==> src/rtl/rvp_pkg.sv <==
// shared types and constants of the rtp vp9 packetizer
// no dependencies
package rvp_pkg;

   localparam int HDR_LEN     = 13;
   localparam int IDX_W       = 4;
   localparam int CAP_W       = 12;
   localparam int MPS_W       = 13;
   localparam int LEN_W       = 21;
   localparam int TS_W        = 32;
   localparam int SEQ_W       = 16;
   localparam int PT_W        = 7;
   localparam int SSRC_W      = 32;
   localparam int PKT_W       = 7;
   localparam int CSR_IDX_W   = 2;
   localparam int CSR_DATA_W  = 32;
   localparam int REQ_DATA_W  = 64;
   localparam int QUEUE_DEPTH = 4;
   localparam int QPTR_W      = 2;

   localparam logic [7:0] RTP_VERSION_BYTE = 8'h80;
   localparam logic [7:0] MARKER_BIT       = 8'h80;
   localparam logic [7:0] DESC_START       = 8'h08;
   localparam logic [7:0] DESC_END         = 8'h04;

   localparam logic [MPS_W-1:0] MPS_MIN = 13'd2;
   localparam logic [MPS_W-1:0] MPS_MAX = 13'd4096;

   localparam logic [PT_W-1:0]   PT_RESET   = 7'd96;
   localparam logic [SSRC_W-1:0] SSRC_RESET = 32'd12345678;
   localparam logic [MPS_W-1:0]  MPS_RESET  = 13'd1200;
   localparam logic [SEQ_W-1:0]  SEQ_RESET  = 16'd0;

   localparam logic [CSR_IDX_W-1:0] CSR_PAYLOAD_TYPE   = 2'd0;
   localparam logic [CSR_IDX_W-1:0] CSR_STREAM_SRC_ID  = 2'd1;
   localparam logic [CSR_IDX_W-1:0] CSR_MAX_PAYLOAD    = 2'd2;
   localparam logic [CSR_IDX_W-1:0] CSR_START_SEQUENCE = 2'd3;

   // header byte positions
   localparam logic [IDX_W-1:0] IDX_VERSION = 4'd0;
   localparam logic [IDX_W-1:0] IDX_PT      = 4'd1;
   localparam logic [IDX_W-1:0] IDX_SEQ_HI  = 4'd2;
   localparam logic [IDX_W-1:0] IDX_SEQ_LO  = 4'd3;
   localparam logic [IDX_W-1:0] IDX_TS_3    = 4'd4;
   localparam logic [IDX_W-1:0] IDX_TS_2    = 4'd5;
   localparam logic [IDX_W-1:0] IDX_TS_1    = 4'd6;
   localparam logic [IDX_W-1:0] IDX_TS_0    = 4'd7;
   localparam logic [IDX_W-1:0] IDX_SSRC_3  = 4'd8;
   localparam logic [IDX_W-1:0] IDX_SSRC_2  = 4'd9;
   localparam logic [IDX_W-1:0] IDX_SSRC_1  = 4'd10;
   localparam logic [IDX_W-1:0] IDX_SSRC_0  = 4'd11;
   localparam logic [IDX_W-1:0] IDX_DESC    = 4'd12;
   localparam logic [IDX_W-1:0] IDX_PAYLOAD = 4'd13;

   typedef struct packed {
      logic [7:0]       data;
      logic             hdr;
      logic             last_pkt;
      logic             first_pkt;
      logic             pkt_end;
      logic [SEQ_W-1:0] seq;
      logic [TS_W-1:0]  ts;
   } cmd_type;

endpackage

==> src/rtl/rvp_front.sv <==
// front part: frame and packet bookkeeping, one command per item that gives results
// depends on rvp_pkg
module rvp_front import rvp_pkg::*; #(
   parameter int MAX_PACKETS = 64
) (
   input  logic             clock,
   input  logic             reset,
   input  logic             in_valid,
   input  logic             in_ready,
   input  logic [7:0]       in_byte,
   input  logic             in_start,
   input  logic [LEN_W-1:0] in_length,
   input  logic [TS_W-1:0]  in_ts,
   input  logic [MPS_W-1:0] max_payload,
   input  logic             seq_load,
   input  logic [SEQ_W-1:0] seq_value,
   output logic             push,
   output cmd_type          cmd
);

   localparam logic [PKT_W-1:0] PKT_LIMIT = PKT_W'(MAX_PACKETS);
   localparam logic [PKT_W-1:0] PKT_SAT   = {PKT_W{1'b1}};

   logic [SEQ_W-1:0] seq_ff, seq_in;
   logic [LEN_W-1:0] rem_ff, rem_in;
   logic [CAP_W-1:0] pc_ff, pc_in;
   logic [PKT_W-1:0] ps_ff, ps_in;
   logic [TS_W-1:0]  ts_ff, ts_in;
   logic             fp_ff, fp_in;

   logic [MPS_W-1:0] mps;
   logic [CAP_W-1:0] cap;
   logic [LEN_W-1:0] br, br_dec;
   logic [CAP_W-1:0] pc, pc_inc;
   logic [PKT_W-1:0] ps;
   logic [TS_W-1:0]  ts;
   logic             fp, fire, hdr, last_pkt, is_end;

   always_comb begin
      if (max_payload < MPS_MIN) begin
         mps = MPS_MIN;
      end else if (max_payload > MPS_MAX) begin
         mps = MPS_MAX;
      end else begin
         mps = max_payload;
      end
      cap = CAP_W'(mps - MPS_W'(1));
   end

   assign fire = in_valid && in_ready;

   always_comb begin
      br       = in_start ? in_length : rem_ff;
      pc       = in_start ? '0 : pc_ff;
      ps       = in_start ? '0 : ps_ff;
      fp       = in_start ? 1'b1 : fp_ff;
      ts       = in_start ? in_ts : ts_ff;
      br_dec   = br - LEN_W'(1);
      pc_inc   = pc + CAP_W'(1);
      hdr      = (pc == '0);
      last_pkt = (br <= LEN_W'(cap));
      is_end   = (br_dec == '0) || (pc_inc >= cap);

      seq_in = seq_ff;
      rem_in = rem_ff;
      pc_in  = pc_ff;
      ps_in  = ps_ff;
      ts_in  = ts_ff;
      fp_in  = fp_ff;
      push   = 1'b0;

      if (fire) begin
         rem_in = br;
         pc_in  = pc;
         ps_in  = ps;
         ts_in  = ts;
         fp_in  = fp;
         if (br != '0) begin
            rem_in = br_dec;
            if (!(hdr && ps >= PKT_LIMIT)) begin
               push  = 1'b1;
               pc_in = is_end ? '0 : pc_inc;
               if (is_end && ps != PKT_SAT) begin
                  ps_in = ps + PKT_W'(1);
               end
               if (hdr) begin
                  fp_in  = 1'b0;
                  seq_in = seq_ff + SEQ_W'(1);
               end
            end
         end
      end
      if (seq_load) begin
         seq_in = seq_value;
      end
   end

   always_comb begin
      cmd.data      = in_byte;
      cmd.hdr       = hdr;
      cmd.last_pkt  = last_pkt;
      cmd.first_pkt = fp;
      cmd.pkt_end   = is_end;
      cmd.seq       = seq_ff;
      cmd.ts        = ts;
   end

   always_ff @(posedge clock) begin
      if (reset) begin
         seq_ff <= SEQ_RESET;
         rem_ff <= '0;
         pc_ff  <= '0;
         ps_ff  <= '0;
         ts_ff  <= '0;
         fp_ff  <= 1'b1;
      end else begin
         seq_ff <= seq_in;
         rem_ff <= rem_in;
         pc_ff  <= pc_in;
         ps_ff  <= ps_in;
         ts_ff  <= ts_in;
         fp_ff  <= fp_in;
      end
   end

endmodule

==> src/rtl/rvp_queue.sv <==
// short command queue between front and back
// depends on rvp_pkg
module rvp_queue import rvp_pkg::*; (
   input  logic    clock,
   input  logic    reset,
   input  logic    push,
   input  cmd_type push_cmd,
   output logic    full,
   input  logic    pop,
   output logic    not_empty,
   output cmd_type head
);

   cmd_type            slot_ff [QUEUE_DEPTH];
   logic [QPTR_W-1:0]  wr_ff, wr_in, rd_ff, rd_in;
   logic [QPTR_W:0]    cnt_ff, cnt_in;
   logic               do_push, do_pop;

   assign full      = (cnt_ff == (QPTR_W+1)'(QUEUE_DEPTH));
   assign not_empty = (cnt_ff != '0);
   assign head      = slot_ff[rd_ff];
   assign do_push   = push && !full;
   assign do_pop    = pop && not_empty;

   always_comb begin
      wr_in  = do_push ? wr_ff + QPTR_W'(1) : wr_ff;
      rd_in  = do_pop ? rd_ff + QPTR_W'(1) : rd_ff;
      cnt_in = cnt_ff;
      if (do_push && !do_pop) begin
         cnt_in = cnt_ff + (QPTR_W+1)'(1);
      end else if (do_pop && !do_push) begin
         cnt_in = cnt_ff - (QPTR_W+1)'(1);
      end
   end

   always_ff @(posedge clock) begin
      if (do_push) begin
         slot_ff[wr_ff] <= push_cmd;
      end
   end

   always_ff @(posedge clock) begin
      if (reset) begin
         wr_ff  <= '0;
         rd_ff  <= '0;
         cnt_ff <= '0;
      end else begin
         wr_ff  <= wr_in;
         rd_ff  <= rd_in;
         cnt_ff <= cnt_in;
      end
   end

endmodule

==> src/rtl/rvp_emit.sv <==
// back part: per command, header bytes if hdr, then the payload byte
// depends on rvp_pkg
module rvp_emit import rvp_pkg::*; (
   input  logic              clock,
   input  logic              reset,
   input  logic              cmd_valid,
   input  cmd_type           cmd,
   output logic              cmd_pop,
   input  logic [PT_W-1:0]   payload_type,
   input  logic [SSRC_W-1:0] ssrc,
   output logic              out_valid,
   input  logic              out_ready,
   output logic [7:0]        out_byte,
   output logic              out_begin,
   output logic              out_end,
   output logic              out_last
);

   cmd_type          cur_ff, cur_in;
   logic             vld_ff, vld_in;
   logic [IDX_W-1:0] idx_ff, idx_in;
   logic             fire, at_payload;

   assign fire       = vld_ff && out_ready;
   assign at_payload = (idx_ff == IDX_PAYLOAD);
   assign cmd_pop    = !vld_ff || (fire && at_payload);

   always_comb begin
      cur_in = cur_ff;
      vld_in = vld_ff;
      idx_in = idx_ff;
      if (cmd_pop) begin
         cur_in = cmd;
         vld_in = cmd_valid;
         idx_in = cmd.hdr ? IDX_VERSION : IDX_PAYLOAD;
      end else if (fire) begin
         idx_in = idx_ff + IDX_W'(1);
      end
   end

   always_comb begin
      case (idx_ff)
         IDX_VERSION: out_byte = RTP_VERSION_BYTE;
         IDX_PT:      out_byte = {1'b0, payload_type} | (cur_ff.last_pkt ? MARKER_BIT : 8'h00);
         IDX_SEQ_HI:  out_byte = cur_ff.seq[15:8];
         IDX_SEQ_LO:  out_byte = cur_ff.seq[7:0];
         IDX_TS_3:    out_byte = cur_ff.ts[31:24];
         IDX_TS_2:    out_byte = cur_ff.ts[23:16];
         IDX_TS_1:    out_byte = cur_ff.ts[15:8];
         IDX_TS_0:    out_byte = cur_ff.ts[7:0];
         IDX_SSRC_3:  out_byte = ssrc[31:24];
         IDX_SSRC_2:  out_byte = ssrc[23:16];
         IDX_SSRC_1:  out_byte = ssrc[15:8];
         IDX_SSRC_0:  out_byte = ssrc[7:0];
         IDX_DESC:    out_byte = (cur_ff.first_pkt ? DESC_START : 8'h00)
                                 | (cur_ff.last_pkt ? DESC_END : 8'h00);
         default:     out_byte = cur_ff.data;
      endcase
   end

   assign out_valid = vld_ff;
   assign out_begin = (idx_ff == IDX_VERSION);
   assign out_end   = at_payload && cur_ff.pkt_end;
   assign out_last  = at_payload;

   always_ff @(posedge clock) begin
      cur_ff <= cur_in;
   end

   always_ff @(posedge clock) begin
      if (reset) begin
         vld_ff <= 1'b0;
         idx_ff <= IDX_PAYLOAD;
      end else begin
         vld_ff <= vld_in;
         idx_ff <= idx_in;
      end
   end

endmodule

==> src/rtl/rtp_vp9_packetizer.sv <==
// top level of the rtp vp9 packetizer: configuration registers, front, queue and back
// depends on rvp_pkg, rvp_front, rvp_queue, rvp_emit
//
// Takes one frame byte per cycle while the command queue has room and gives one
// output byte per cycle while the output is ready. A byte that continues an open
// packet yields one result; a byte that opens a packet yields 14 (13 header bytes,
// then the byte). The output side is set by the back end's byte counter; a
// four-entry command queue lets the input keep accepting payload bytes while a
// header is going out, and the input stalls only when that queue is full. Dropped
// bytes are taken at one per cycle with no result.
module rtp_vp9_packetizer import rvp_pkg::*; #(
   parameter int MAX_PACKETS = 64
) (
   input  logic                  clock,
   input  logic                  reset,
   input  logic                  req_tvalid,
   output logic                  req_tready,
   input  logic [REQ_DATA_W-1:0] req_tdata,  // data_byte, frame_length, frame_timestamp
   input  logic                  req_tuser,  // frame_start
   output logic                  rsp_tvalid,
   input  logic                  rsp_tready,
   output logic [7:0]            rsp_tdata,  // out_byte
   output logic [1:0]            rsp_tuser,  // packet_begin, packet_end
   output logic                  rsp_tlast,
   input  logic                  csr_we,
   input  logic [CSR_IDX_W-1:0]  csr_index,
   input  logic [CSR_DATA_W-1:0] csr_wdata
);

   logic [PT_W-1:0]   pt_ff, pt_in;
   logic [SSRC_W-1:0] ssrc_ff, ssrc_in;
   logic [MPS_W-1:0]  mps_ff, mps_in;
   logic              seq_load;
   logic              push, full, q_valid, q_pop;
   cmd_type           push_cmd, head;

   always_comb begin
      pt_in    = pt_ff;
      ssrc_in  = ssrc_ff;
      mps_in   = mps_ff;
      seq_load = 1'b0;
      if (csr_we) begin
         case (csr_index)
            CSR_PAYLOAD_TYPE:   pt_in    = csr_wdata[PT_W-1:0];
            CSR_STREAM_SRC_ID:  ssrc_in  = csr_wdata[SSRC_W-1:0];
            CSR_MAX_PAYLOAD:    mps_in   = csr_wdata[MPS_W-1:0];
            CSR_START_SEQUENCE: seq_load = 1'b1;
            default:            seq_load = 1'b0;
         endcase
      end
   end

   always_ff @(posedge clock) begin
      if (reset) begin
         pt_ff   <= PT_RESET;
         ssrc_ff <= SSRC_RESET;
         mps_ff  <= MPS_RESET;
      end else begin
         pt_ff   <= pt_in;
         ssrc_ff <= ssrc_in;
         mps_ff  <= mps_in;
      end
   end

   assign req_tready = !full;

   rvp_front #(
      .MAX_PACKETS(MAX_PACKETS)
   ) u_front (
      .clock       (clock),
      .reset       (reset),
      .in_valid    (req_tvalid),
      .in_ready    (req_tready),
      .in_byte     (req_tdata[7:0]),
      .in_start    (req_tuser),
      .in_length   (req_tdata[28:8]),
      .in_ts       (req_tdata[60:29]),
      .max_payload (mps_ff),
      .seq_load    (seq_load),
      .seq_value   (csr_wdata[SEQ_W-1:0]),
      .push        (push),
      .cmd         (push_cmd)
   );

   rvp_queue u_queue (
      .clock     (clock),
      .reset     (reset),
      .push      (push),
      .push_cmd  (push_cmd),
      .full      (full),
      .pop       (q_pop),
      .not_empty (q_valid),
      .head      (head)
   );

   rvp_emit u_emit (
      .clock        (clock),
      .reset        (reset),
      .cmd_valid    (q_valid),
      .cmd          (head),
      .cmd_pop      (q_pop),
      .payload_type (pt_ff),
      .ssrc         (ssrc_ff),
      .out_valid    (rsp_tvalid),
      .out_ready    (rsp_tready),
      .out_byte     (rsp_tdata),
      .out_begin    (rsp_tuser[0]),
      .out_end      (rsp_tuser[1]),
      .out_last     (rsp_tlast)
   );

endmodule

==> config.mk <==
export PLATFORM = sky130hd
export DESIGN_NAME = rtp_vp9_packetizer
export DESIGN_NICKNAME = d
export VERILOG_FILES = /design/src/rtl/rvp_pkg.sv /design/src/rtl/rvp_front.sv /design/src/rtl/rvp_queue.sv /design/src/rtl/rvp_emit.sv /design/src/rtl/rtp_vp9_packetizer.sv
export SDC_FILE = /design/constraint.sdc
export NUM_CORES = 1
export LEC_CHECK = 0
export ABC_AREA = 1
export BUFFER_PORTS_ARGS = -buffer_cell sky130_fd_sc_hd__buf_4
export CAP_MARGIN = 20
export CORE_MARGIN = 4
export CORE_UTILIZATION = 45
export CTS_BUF_LIST = sky130_fd_sc_hd__clkbuf_4 sky130_fd_sc_hd__clkbuf_8 sky130_fd_sc_hd__clkbuf_16
export DETAILED_ROUTE_END_ITERATION = 10
export PLACE_DENSITY = 0.65
export SLEW_MARGIN = 40
export SYNTH_ARGS = -nofsm -noshare
export SYNTH_HDL_FRONTEND = slang
export SYNTH_SLANG_ARGS = --single-unit
==> constraint.sdc <==
create_clock -name clock -period 6.6 [get_ports clock]
set_input_delay 0.33 -clock clock [delete_from_list [all_inputs] [get_ports clock]]
set_output_delay 0.33 -clock clock [all_outputs]
set_load 0.03 [all_outputs]
==> results.json, run 1 <==
{
  "status": "complete, no violations",
  "finish.net_count": 2362,
  "synth_cell_types": 51,
  "r2r-end": "u_front.ps_ff[0]",
  "core_area_sq_um": 44220,
  "crit_required_ns": 7.03,
  "power_mw": 8.719,
  "hold_path_class": "input pin to flip-flop",
  "cp-end-kind": "flip-flop",
  "crit_path_start_kind": "flip-flop",
  "yosys_warnings": 0,
  "leakage_nw": 8.960,
  "syn2layout_area_growth_pct": 16.57,
  "max_stage_delay_ns": 0.42,
  "layout_min_cycle_time_ns": 3.771,
  "peakVddDrop_uv": 302.7,
  "vias_per_cell": 5.451,
  "cts-buffers-inserted": 48,
  "max_freq_mhz": 265.2,
  "synth_area_sq_um": 20100,
  "first_global_vias": 14490,
  "clk_path_buf_depth": 3,
  "period_share_pct": 57.14,
  "max-cap-violations": 0,
  "timing.critical_path.slowest_stage_cell": "dfxtp_1",
  "final_max_slew_viol_count": 0,
  "place_inst": 2732,
  "cts_hold_buf": 28,
  "route.detailed.drc": 0,
  "drtPass1Iterations": 5,
  "yosysTopAreaCell": "edfxtp_1",
  "io_buffers": 113,
  "io_pins": 117,
  "ys_ff_latch": 454,
  "fin_tns_setup_ns": 0,
  "yosysSeqAreaShare_pct": 60.09,
  "synth_area_per_cell_sq_um": 9.551,
  "setup_ws_ns": 2.829,
  "worstHoldPathCells": 3,
  "rows": 77,
  "rsz0062_at_grt": "false",
  "die_h_um": 219.4,
  "yosys-top-cells-area": "edfxtp_1 (45%), dfxtp_1 (15%), nand2_1 (7.1%), o21ai_0 (6.4%), nor2_1 (5.0%)",
  "rr_startpoint": "mps_ff[7]",
  "htreeDepth": 2,
  "num-fill-cells": 3855,
  "fin_area_sq_um": 23440,
  "hold_viol": 0,
  "post_layout_nonfiller_instances": 2851,
  "synthFlopType": "edfxtp_1",
  "gp_congestion": 0.9017,
  "synth_top_area_share_pct": 44.66,
  "die_w_um": 219.4,
  "synth_edf_count": 299,
  "dpl_cell_area_sq_um": 21490,
  "vias": 15540,
  "synth_nets": 2248,
  "post_cts_buffers": 0,
  "worstPathCellList": "nor2_1 -> nand2_1 -> nor2_1 -> nand2_1 -> nand2_1 -> nand2_1 -> nand3_1 -> nor2_1 -> nand3_1 -> xnor2_1 -> ha_1 -> nand2_1 -> nor2_1 -> a211oi_1 -> o21ai_0 -> a21oi_1 -> nand3_1 -> nand3_1 -> nand2_4 -> nand2_1 -> nor2_1 -> xor2_1 -> nor2_1",
  "power_density_nw_per_um2": 372.0,
  "synth_most_common_cell": "nand2_1",
  "initial_utilization_pct": 45.46,
  "cts-resized-gates": 0,
  "cts.sink_count": 454,
  "hp-start": "csr_wdata[29]",
  "antenna_found_initial": 0,
  "hold_end": "ssrc_ff[29]",
  "dieArea_sq_um": 48120,
  "finalSetupViolCount": 0,
  "crit_fanout": 17,
  "ff_latch_area_sq_um": 12090,
  "tightest_slew_ns": 0.8234,
  "relSlewSlack_pct": 45.11,
  "root_buffer": "clkbuf_16",
  "r2r_slack_ns": 2.83,
  "r2r_cells": 23,
  "arrival_ns": 4.20,
  "worst_setup_hold_path_clk_slew_ns": 0.06,
  "drive_gt1_share_pct": 12.26,
  "multi_input_area_sq_um": 7053,
  "drt_wl_total_um": 52020,
  "gr-total-overflow": 0,
  "cts_tree": "built",
  "synth.top_cells.by_count": "nand2_1 (381), edfxtp_1 (299), nor2_1 (267)",
  "first_iter_violations": 1439,
  "skew_ns": 0.03055,
  "dp_hpwl_um": 32590,
  "grt_max_degree": 107,
  "syn_inst": 2105,
  "crit_type": "flip-flop to flip-flop",
  "preCtsSetupSlack_ns": 2.504,
  "track_usage_pct": 21.32,
  "grt_pass1_wl_um": 80530,
  "ys_async_sr_fraction_pct": 0,
  "num_antenna_cells": 0,
  "routedWlPerCell_um": 18.24,
  "postRouteAntennaNets": 0,
  "worstSkewPairLatency_ns": 0.59
}
[critical path, delay by kind of cell, from the launching register on]
kind / cells / cell delay [ns]
AND/OR/NAND/NOR: 17 / 1.99
XOR/XNOR: 2 / 0.47
AO/OA/AOI/OAI: 3 / 0.42
flip-flops: 1 / 0.42
adder cells (fa/ha/maj): 1 / 0.33
[area by class of cell]
| cell class | count | area share [%] |
|---|---|---|
| multi-input cells | 1393 | 30.09 |
| repair buffers | 162 | 5.638 |
| well taps | 592 | 3.161 |
| inverters | 160 | 2.568 |
| clock inverters | 31 | 1.335 |
| clock buffers | 59 | 5.632 |
| flip-flops and latches | 454 | 51.57 |
[layer usage]
metal,track usage (%),routed length (um),part of all wire [%]
met4,6.151,1076,2.1
met5,0,0,0
met2,34.47,24100,46
met1,29.98,23380,45
met3,3.240,3465,6.7
[state kept, by name (all words and copies together) (netlist names), 12 cells and up, named ones only]
signal / count
mps_ff: 13
ssrc_ff: 32
u_emit.cur_ff: 59
u_front.pc_ff: 12
u_front.rem_ff: 21
u_front.seq_ff: 16
u_front.ts_ff: 32
u_queue.slot_ff: 240
[logic make-up after synthesis]
kind of cell               share of synthesized area [%]
AOI/OAI and AO/OA                                  13.77
xor gates and xnor gates                           1.568
adders and majority gates                          2.465
buffers and inverters                              5.091
DFF                                                60.09
and+or+nand+nor                                    17.01
[cells in the final DEF, fill, tap and decap left out, types with 3 or more instances in the layout]
cell | netlist | final
a22o_1 | 10 | 10
xnor2_1 | 8 | 8
a221oi_1 | 12 | 12
clkbuf_8 | 0 | 3
clkinv_1 | 0 | 15
a31oi_1 | 12 | 12
buf_6 | 4 | 6
inv_2 | 16 | 19
nand2_2 | 9 | 10
o211ai_1 | 4 | 4
o21ai_1 | 23 | 24
nor4_1 | 8 | 8
nor2_1 | 267 | 260
nand2_1 | 381 | 380
nor3_1 | 8 | 8
or2_0 | 3 | 3
o21ai_0 | 258 | 257
clkbuf_16 | 0 | 49
nand4_1 | 32 | 32
inv_1 | 144 | 140
ha_1 | 38 | 38
dfxtp_1 | 155 | 153
xor2_1 | 28 | 28
nand3_1 | 75 | 75
bufinv_16 | 0 | 5
o22ai_1 | 59 | 59
a21oi_1 | 107 | 107
edfxtp_1 | 299 | 299
dlygate4sd3_1 | 0 | 28
nor2_2 | 12 | 14
o21ai_2 | 4 | 4
a22oi_1 | 3 | 3
nor2_4 | 4 | 9
clkinv_2 | 0 | 5
buf_4 | 5 | 127
clkbuf_4 | 0 | 7
or2_2 | 3 | 3
[through the flow]
stage                     util (%)  hold WS, ns
final                        53.00      0.02950
after global routing         53.00      0.02753
after floorplan                  -       0.4244
after detailed placement     48.60       0.4404
after CTS                    52.93     0.002089
after global placement       48.54       0.4342
[power breakdown]
group          total, mW  switching [mW]  internal [mW]
clock network       2.75            1.12           1.62
logic               2.08            1.46          0.615
registers           3.90           0.238           3.66
[how the worst max path moves through the flow]
stage / startpoint / slack, ns / cells past startpoint / end
after global placement: req_tuser / 2.39 / 15 / u_queue.slot_ff[0][27]
after global routing: mps_ff[7] / 2.35 / 26 / u_front.pc_ff[7]
after detailed placement: req_tuser / 2.50 / 21 / u_front.ps_ff[5]
after floorplan: u_emit.idx_ff[1] / 0.83 / 16 / u_queue.cnt_ff[1]
final: mps_ff[7] / 2.83 / 23 / u_front.ps_ff[0]
after CTS: mps_ff[7] / 2.90 / 26 / u_front.ps_ff[5]
No activity file was read; power rests on OpenSTA's default activity.
==> run 2, diff against run 1 <==
- PLACE_DENSITY: 0.65 -> 0.67
- clock period: 6.6 -> 3.18 ns (I/O delays scaled with it)
==> run 2 against run 1 <==
Net effect: the flow now finishes with violations (setup timing); flip-flop and latch count is the same; register-to-register slack lost 2.9 ns; cell count grew 3.3%; worst setup slack lost 2.9 ns; clock power grew 97%.
==> results.json, run 2 (synthesis results as in run 1) <==
{
  "status": "finished, violations left",
  "failed_checks": "setup timing",
  "die_h_um": 219.4,
  "num_antenna_cells": 0,
  "timing.critical_path.slowest_stage_cell": "dfxtp_2",
  "rsz0062_at_grt": "true",
  "drive_gt1_share_pct": 17.89,
  "crit_fanout": 7,
  "power_density_nw_per_um2": 742.5,
  "htreeDepth": 2,
  "cts-buffers-inserted": 47,
  "vias_per_cell": 5.468,
  "cts_tree": "built",
  "relSlewSlack_pct": 35.26,
  "layout_min_cycle_time_ns": 3.260,
  "max-cap-violations": 0,
  "fin_tns_setup_ns": -0.3723,
  "worstHoldPathCells": 3,
  "r2r_cells": 24,
  "syn2layout_area_growth_pct": 21.81,
  "drtPass1Iterations": 5,
  "arrival_ns": 3.76,
  "io_pins": 117,
  "grt_max_degree": 66,
  "first_iter_violations": 1560,
  "crit_path_start_kind": "flip-flop",
  "worstPathCellList": "nor2_2 -> nand2_2 -> nor2_2 -> nand2_1 -> nand2_2 -> buf_6 -> nand2_2 -> nand3_2 -> nor2_4 -> nand3_2 -> xnor2_2 -> ha_1 -> nand2_1 -> nor2_1 -> a211oi_1 -> o21ai_1 -> a21oi_1 -> nand3_1 -> nand3_4 -> nand2_8 -> buf_6 -> o21ai_2 -> nand3_1 -> a21oi_1",
  "drt_wl_total_um": 55140,
  "finish.net_count": 2457,
  "preCtsSetupSlack_ns": -0.1436,
  "leakage_nw": 9.491,
  "top_register": "u_queue.slot_ff",
  "setup_ws_ns": -0.08015,
  "antenna_found_initial": 0,
  "layout_common_cells": "nand2_1 (371), edfxtp_1 (299), o21ai_0 (252)",
  "max_freq_mhz": 306.7,
  "cp_common_cell": "nand2_2",
  "postRouteAntennaNets": 0,
  "num-fill-cells": 3786,
  "initial_utilization_pct": 45.46,
  "cts.sink_count": 454,
  "routedWlPerCell_um": 18.72,
  "final_max_slew_viol_count": 0,
  "track_usage_pct": 22.35,
  "first_global_vias": 15660,
  "finalSetupViolCount": 15,
  "ff_latch_area_sq_um": 12100,
  "peakVddDrop_uv": 409.7,
  "root_buffer": "clkbuf_16",
  "crit_required_ns": 3.68,
  "rows": 77,
  "clk_path_buf_depth": 3,
  "route.detailed.drc": 0,
  "gp_congestion": 0.9328,
  "worst_setup_hold_path_clk_slew_ns": 0.06,
  "gr-total-overflow": 0,
  "skew_ns": 0.01775,
  "hold_path_class": "input pin to flip-flop",
  "vias": 16100,
  "final_common_cell": "nand2_1",
  "dp_hpwl_um": 36300,
  "largest_register_ffs": 240,
  "period_share_pct": 102.5,
  "worstSkewPairLatency_ns": 0.59,
  "tightest_slew_ns": 0.9676,
  "die_w_um": 219.4,
  "dieArea_sq_um": 48120,
  "core_area_sq_um": 44220,
  "cp-end-kind": "flip-flop",
  "grt_pass1_wl_um": 84150,
  "reg_top3": "u_queue.slot_ff x240, u_emit.cur_ff x59",
  "hold_viol": 0,
  "multi_input_area_sq_um": 7333,
  "crit_type": "flip-flop to flip-flop",
  "io_buffers": 113,
  "max_stage_delay_ns": 0.33
}
[run 2: cell count changes in the layout (fill, tap and decap cells not counted), sizes merged]
cell | previous run | this run
inv | 161 | 162
bufinv | 5 | 1
dlygate4sd3 | 28 | 44
buf | 134 | 213
clkinv | 24 | 20
nand2 | 391 | 392
clkbuf | 59 | 64
[run 2: cell type report]
| class | instances | share of cell area [%] |
|---|---|---|
| inverters | 160 | 2.463 |
| clock inverters | 24 | 0.8277 |
| flip-flops and latches | 454 | 49.39 |
| well taps | 592 | 3.025 |
| repair buffers | 257 | 8.849 |
| multi-input cells | 1394 | 29.94 |
| clock buffers | 64 | 5.502 |
[run 2: final timing paths]
kind	startpoint	to	slack, ns
worst max-delay path	mps_ff[9]	u_front.pc_ff[10]	-0.08
worst min-delay path	req_tdata[42]	u_queue.slot_ff[1][13]	0.03
worst max register to register	mps_ff[9]	u_front.pc_ff[10]	-0.08
worst min register to register	u_front.ts_ff[15]	u_front.ts_ff[15]	0.45
[run 2: worst max-delay path, delay by kind of cell (launching register included)]
family	cells	cell delay (ns)
xor gates and xnor gates	1	0.22
buffers and inverters	2	0.28
AOI/OAI and AO/OA	5	0.71
and+or+nand+nor	15	1.35
DFF	1	0.33
adders and majority gates	1	0.29
[run 2: per-layer routing]
metal | track usage (%) | wire, um | share of wire [%] | up-vias
met5 | 0 | 0 | 0 | -
met4 | 7.563 | 1663 | 3.0 | 0
met3 | 4.043 | 4141 | 7.5 | 122
met2 | 36.95 | 25930 | 47 | 586
met1 | 29.84 | 23410 | 42 | 7696
li1 | - | - | - | 7699
[run 2: stage by stage]
stage | instance area, sq um | hold slack, ns | util [%] | instances | total power [mW]
after floorplan | 20130 | 0.2579 | - | 2105 | 10.83
after global placement | 22130 | 0.3598 | 50.04 | 2804 | 12.56
after detailed placement | 22140 | 0.3613 | 50.06 | 2804 | 12.71
after CTS | 24170 | 0.005150 | 54.65 | 2937 | 18.18
after global routing | 24490 | 0.05523 | 55.38 | 2945 | 19.05
final | 24490 | 0.02819 | 55.38 | 2945 | 18.18
[run 2: what timing repair did]
action                                 4_1_cts  5_1_grt
hold buffers                                44        0
setup buffers                                0        8
setup endpoints to repair                   22       32
endpoints found under the hold margin      113        0
resized for setup                            7       69
pin swaps                                    1       35
cloned                                       1        0
[run 2: where the power goes]
part,internal [mW],leakage [nW],switching [mW]
logic,1.49,4.63,3.18
clock network,3.09,0.781,2.34
registers,7.59,4.08,0.496
==> run 3, diff against run 2 <==
- PLACE_DENSITY: 0.67 -> 0.65
- clock period: 3.18 -> 3.4 ns (I/O delays scaled with it)
==> run 3 against run 2 <==
Net effect: the run now ends clean; clock-buffer cell count up 2; first-iteration DRC count decreased by 11%; via count is 1.6% lower; die area unchanged; global-route usage decreased by 0.39 points; total power decreased by 5.0%; clock power grew 0.9%; worst setup slack better by 0.098 ns; design area shrank 1.3%; clock skew is 0.019 ns higher.
==> results.json, run 3 (synthesis results as in run 1) <==
{
  "utilization_pct": 54.63,
  "postRouteAntennaNets": 0,
  "top_register": "u_queue.slot_ff",
  "drive_gt1_share_pct": 15.53,
  "timing.critical_path.slowest_stage_cell": "a221oi_1",
  "track_usage_pct": 21.96,
  "io_buffers": 113,
  "tightest_slew_ns": 0.8931,
  "skew_ns": 0.03634,
  "arrival_ns": 3.21,
  "syn2layout_area_growth_pct": 20.17,
  "initial_utilization_pct": 45.46,
  "power_mw": 17.28,
  "reg_top3": "u_queue.slot_ff x240, u_emit.cur_ff x59",
  "crit_path_start_kind": "flip-flop",
  "final_max_slew_viol_count": 0,
  "peakVddDrop_uv": 535.0,
  "max_freq_mhz": 295.7,
  "layout_min_cycle_time_ns": 3.382,
  "num_antenna_cells": 0,
  "worstSkewPairLatency_ns": 0.60,
  "worst_setup_hold_path_clk_slew_ns": 0.07,
  "max_stage_delay_ns": 0.59,
  "cts-buffers-inserted": 45,
  "final_common_cell": "nand2_1",
  "critPathTopFamily": "compound AO/OA/AOI/OAI gates",
  "multi_input_area_sq_um": 7216,
  "first_global_vias": 15130,
  "grt_max_degree": 78,
  "layout_common_cells": "nand2_1 (376), edfxtp_1 (299), o21ai_0 (256)",
  "gp_congestion": 0.9244,
  "status": "complete, no violations",
  "place_inst": 2762,
  "drtPass1Iterations": 6,
  "antenna_found_initial": 1,
  "vias_per_cell": 5.457,
  "dp_hpwl_um": 35360,
  "hp-start": "req_tdata[44]",
  "num-fill-cells": 3859,
  "dieArea_sq_um": 48120,
  "vias": 15840,
  "cp_common_cell": "inv_1",
  "hold_viol": 0,
  "grt_pass1_wl_um": 82740,
  "route.detailed.drc": 0,
  "die_w_um": 219.4,
  "ff_latch_area_sq_um": 12100,
  "root_buffer": "clkbuf_16",
  "cp-end-kind": "output pin",
  "rsz0062_at_grt": "true",
  "io_pins": 117,
  "gr-total-overflow": 0,
  "cts.sink_count": 454,
  "core_area_sq_um": 44220,
  "relSlewSlack_pct": 40.24,
  "die_h_um": 219.4,
  "leakage_nw": 9.290,
  "routedWlPerCell_um": 18.68,
  "drt_wl_total_um": 54230,
  "fin_tns_setup_ns": 0,
  "max-cap-violations": 0,
  "htreeDepth": 2,
  "largest_register_ffs": 240,
  "rows": 77,
  "post_layout_nonfiller_instances": 2903,
  "crit_fanout": 9,
  "crit_required_ns": 3.23,
  "path_buf_inv": 3,
  "period_share_pct": 99.47,
  "hold_path_class": "input pin to flip-flop",
  "clk_path_buf_depth": 3,
  "power_density_nw_per_um2": 715.1,
  "preCtsSetupSlack_ns": -0.01099,
  "setup_ws_ns": 0.01817,
  "finalSetupViolCount": 0,
  "cts_tree": "built",
  "finish.net_count": 2417,
  "rr_startpoint": "mps_ff[3]",
  "crit_type": "flip-flop to output pin",
  "worstPathCellList": "inv_1 -> ha_1 -> inv_1 -> nor2_1 -> a22o_1 -> a221oi_1 -> nand4_1 -> buf_4",
  "cp-startpoint": "u_emit.idx_ff[1]",
  "first_iter_violations": 1381
}
## run 3: cell count changes in the layout (fill, tap and decap cells not counted), sizes merged
cell | previous run | this run
buf | 213 | 172
clkbuf | 64 | 66
inv | 162 | 160
clkinv | 20 | 10
clkinvlp | 1 | 2
dlygate4sd3 | 44 | 47
bufinv | 1 | 6
## run 3: routing by layer
layer / global-route usage (%) / up-vias / wire [um]
li1: - / 7622 / -
met1: 30.46 / 7597 / 23970
met2: 34.86 / 508 / 24720
met3: 4.099 / 112 / 3892
met4: 7.478 / 2 / 1643
met5: 0 / - / 7
## run 3: final timing paths
check,endpoint,slack [ns],depth (start not counted)
worst max-delay path,rsp_tdata[7],0.02,8
worst min-delay path,u_queue.slot_ff[2][15],0.03,3
worst max register to register,u_front.ps_ff[3],0.19,23
worst min register to register,u_front.ts_ff[3],0.45,2
## run 3: area by class of cell
type	instances	share of cell area, %
Sequential cell	454	50.06
Multi-Input combinational cell	1394	29.87
Timing Repair Buffer	219	7.572
Clock buffer	66	5.692
Tap cell	592	3.066
Inverter	160	2.491
Clock inverter	18	1.248
## run 3: metrics by stage
stage / instance area [sq um] / hold WS (ns)
6_report: 24160 / 0.02994
5_1_grt: 24160 / 0.04790
4_1_cts: 23920 / 0.0006416
3_5_place_dp: 21770 / 0.3806
3_3_place_gp: 21770 / 0.3745
2_1_floorplan: 20130 / 0.2689
## run 3: worst min-delay path, cell delays in order
cell     delay (ns)
buf_4          0.07
nand2_1        0.05
o21ai_0        0.17
## run 3: where the power goes
| group | switching (mW) | leakage (nW) | internal (mW) |
|---|---|---|---|
| logic | 3.01 | 4.38 | 1.30 |
| registers | 0.398 | 4.08 | 7.10 |
| clock network | 2.18 | 0.828 | 3.30 |
## run 3: timing repair
item | in CTS | in global routing
endpoints found under the hold margin | 122 | 0
hold buffers | 47 | 0
buffers inserted | 0 | 8
resized for setup | 1 | 42
pin swaps | 0 | 22
endpoints found under the setup margin | 10 | 29
cloned | 0 | 1
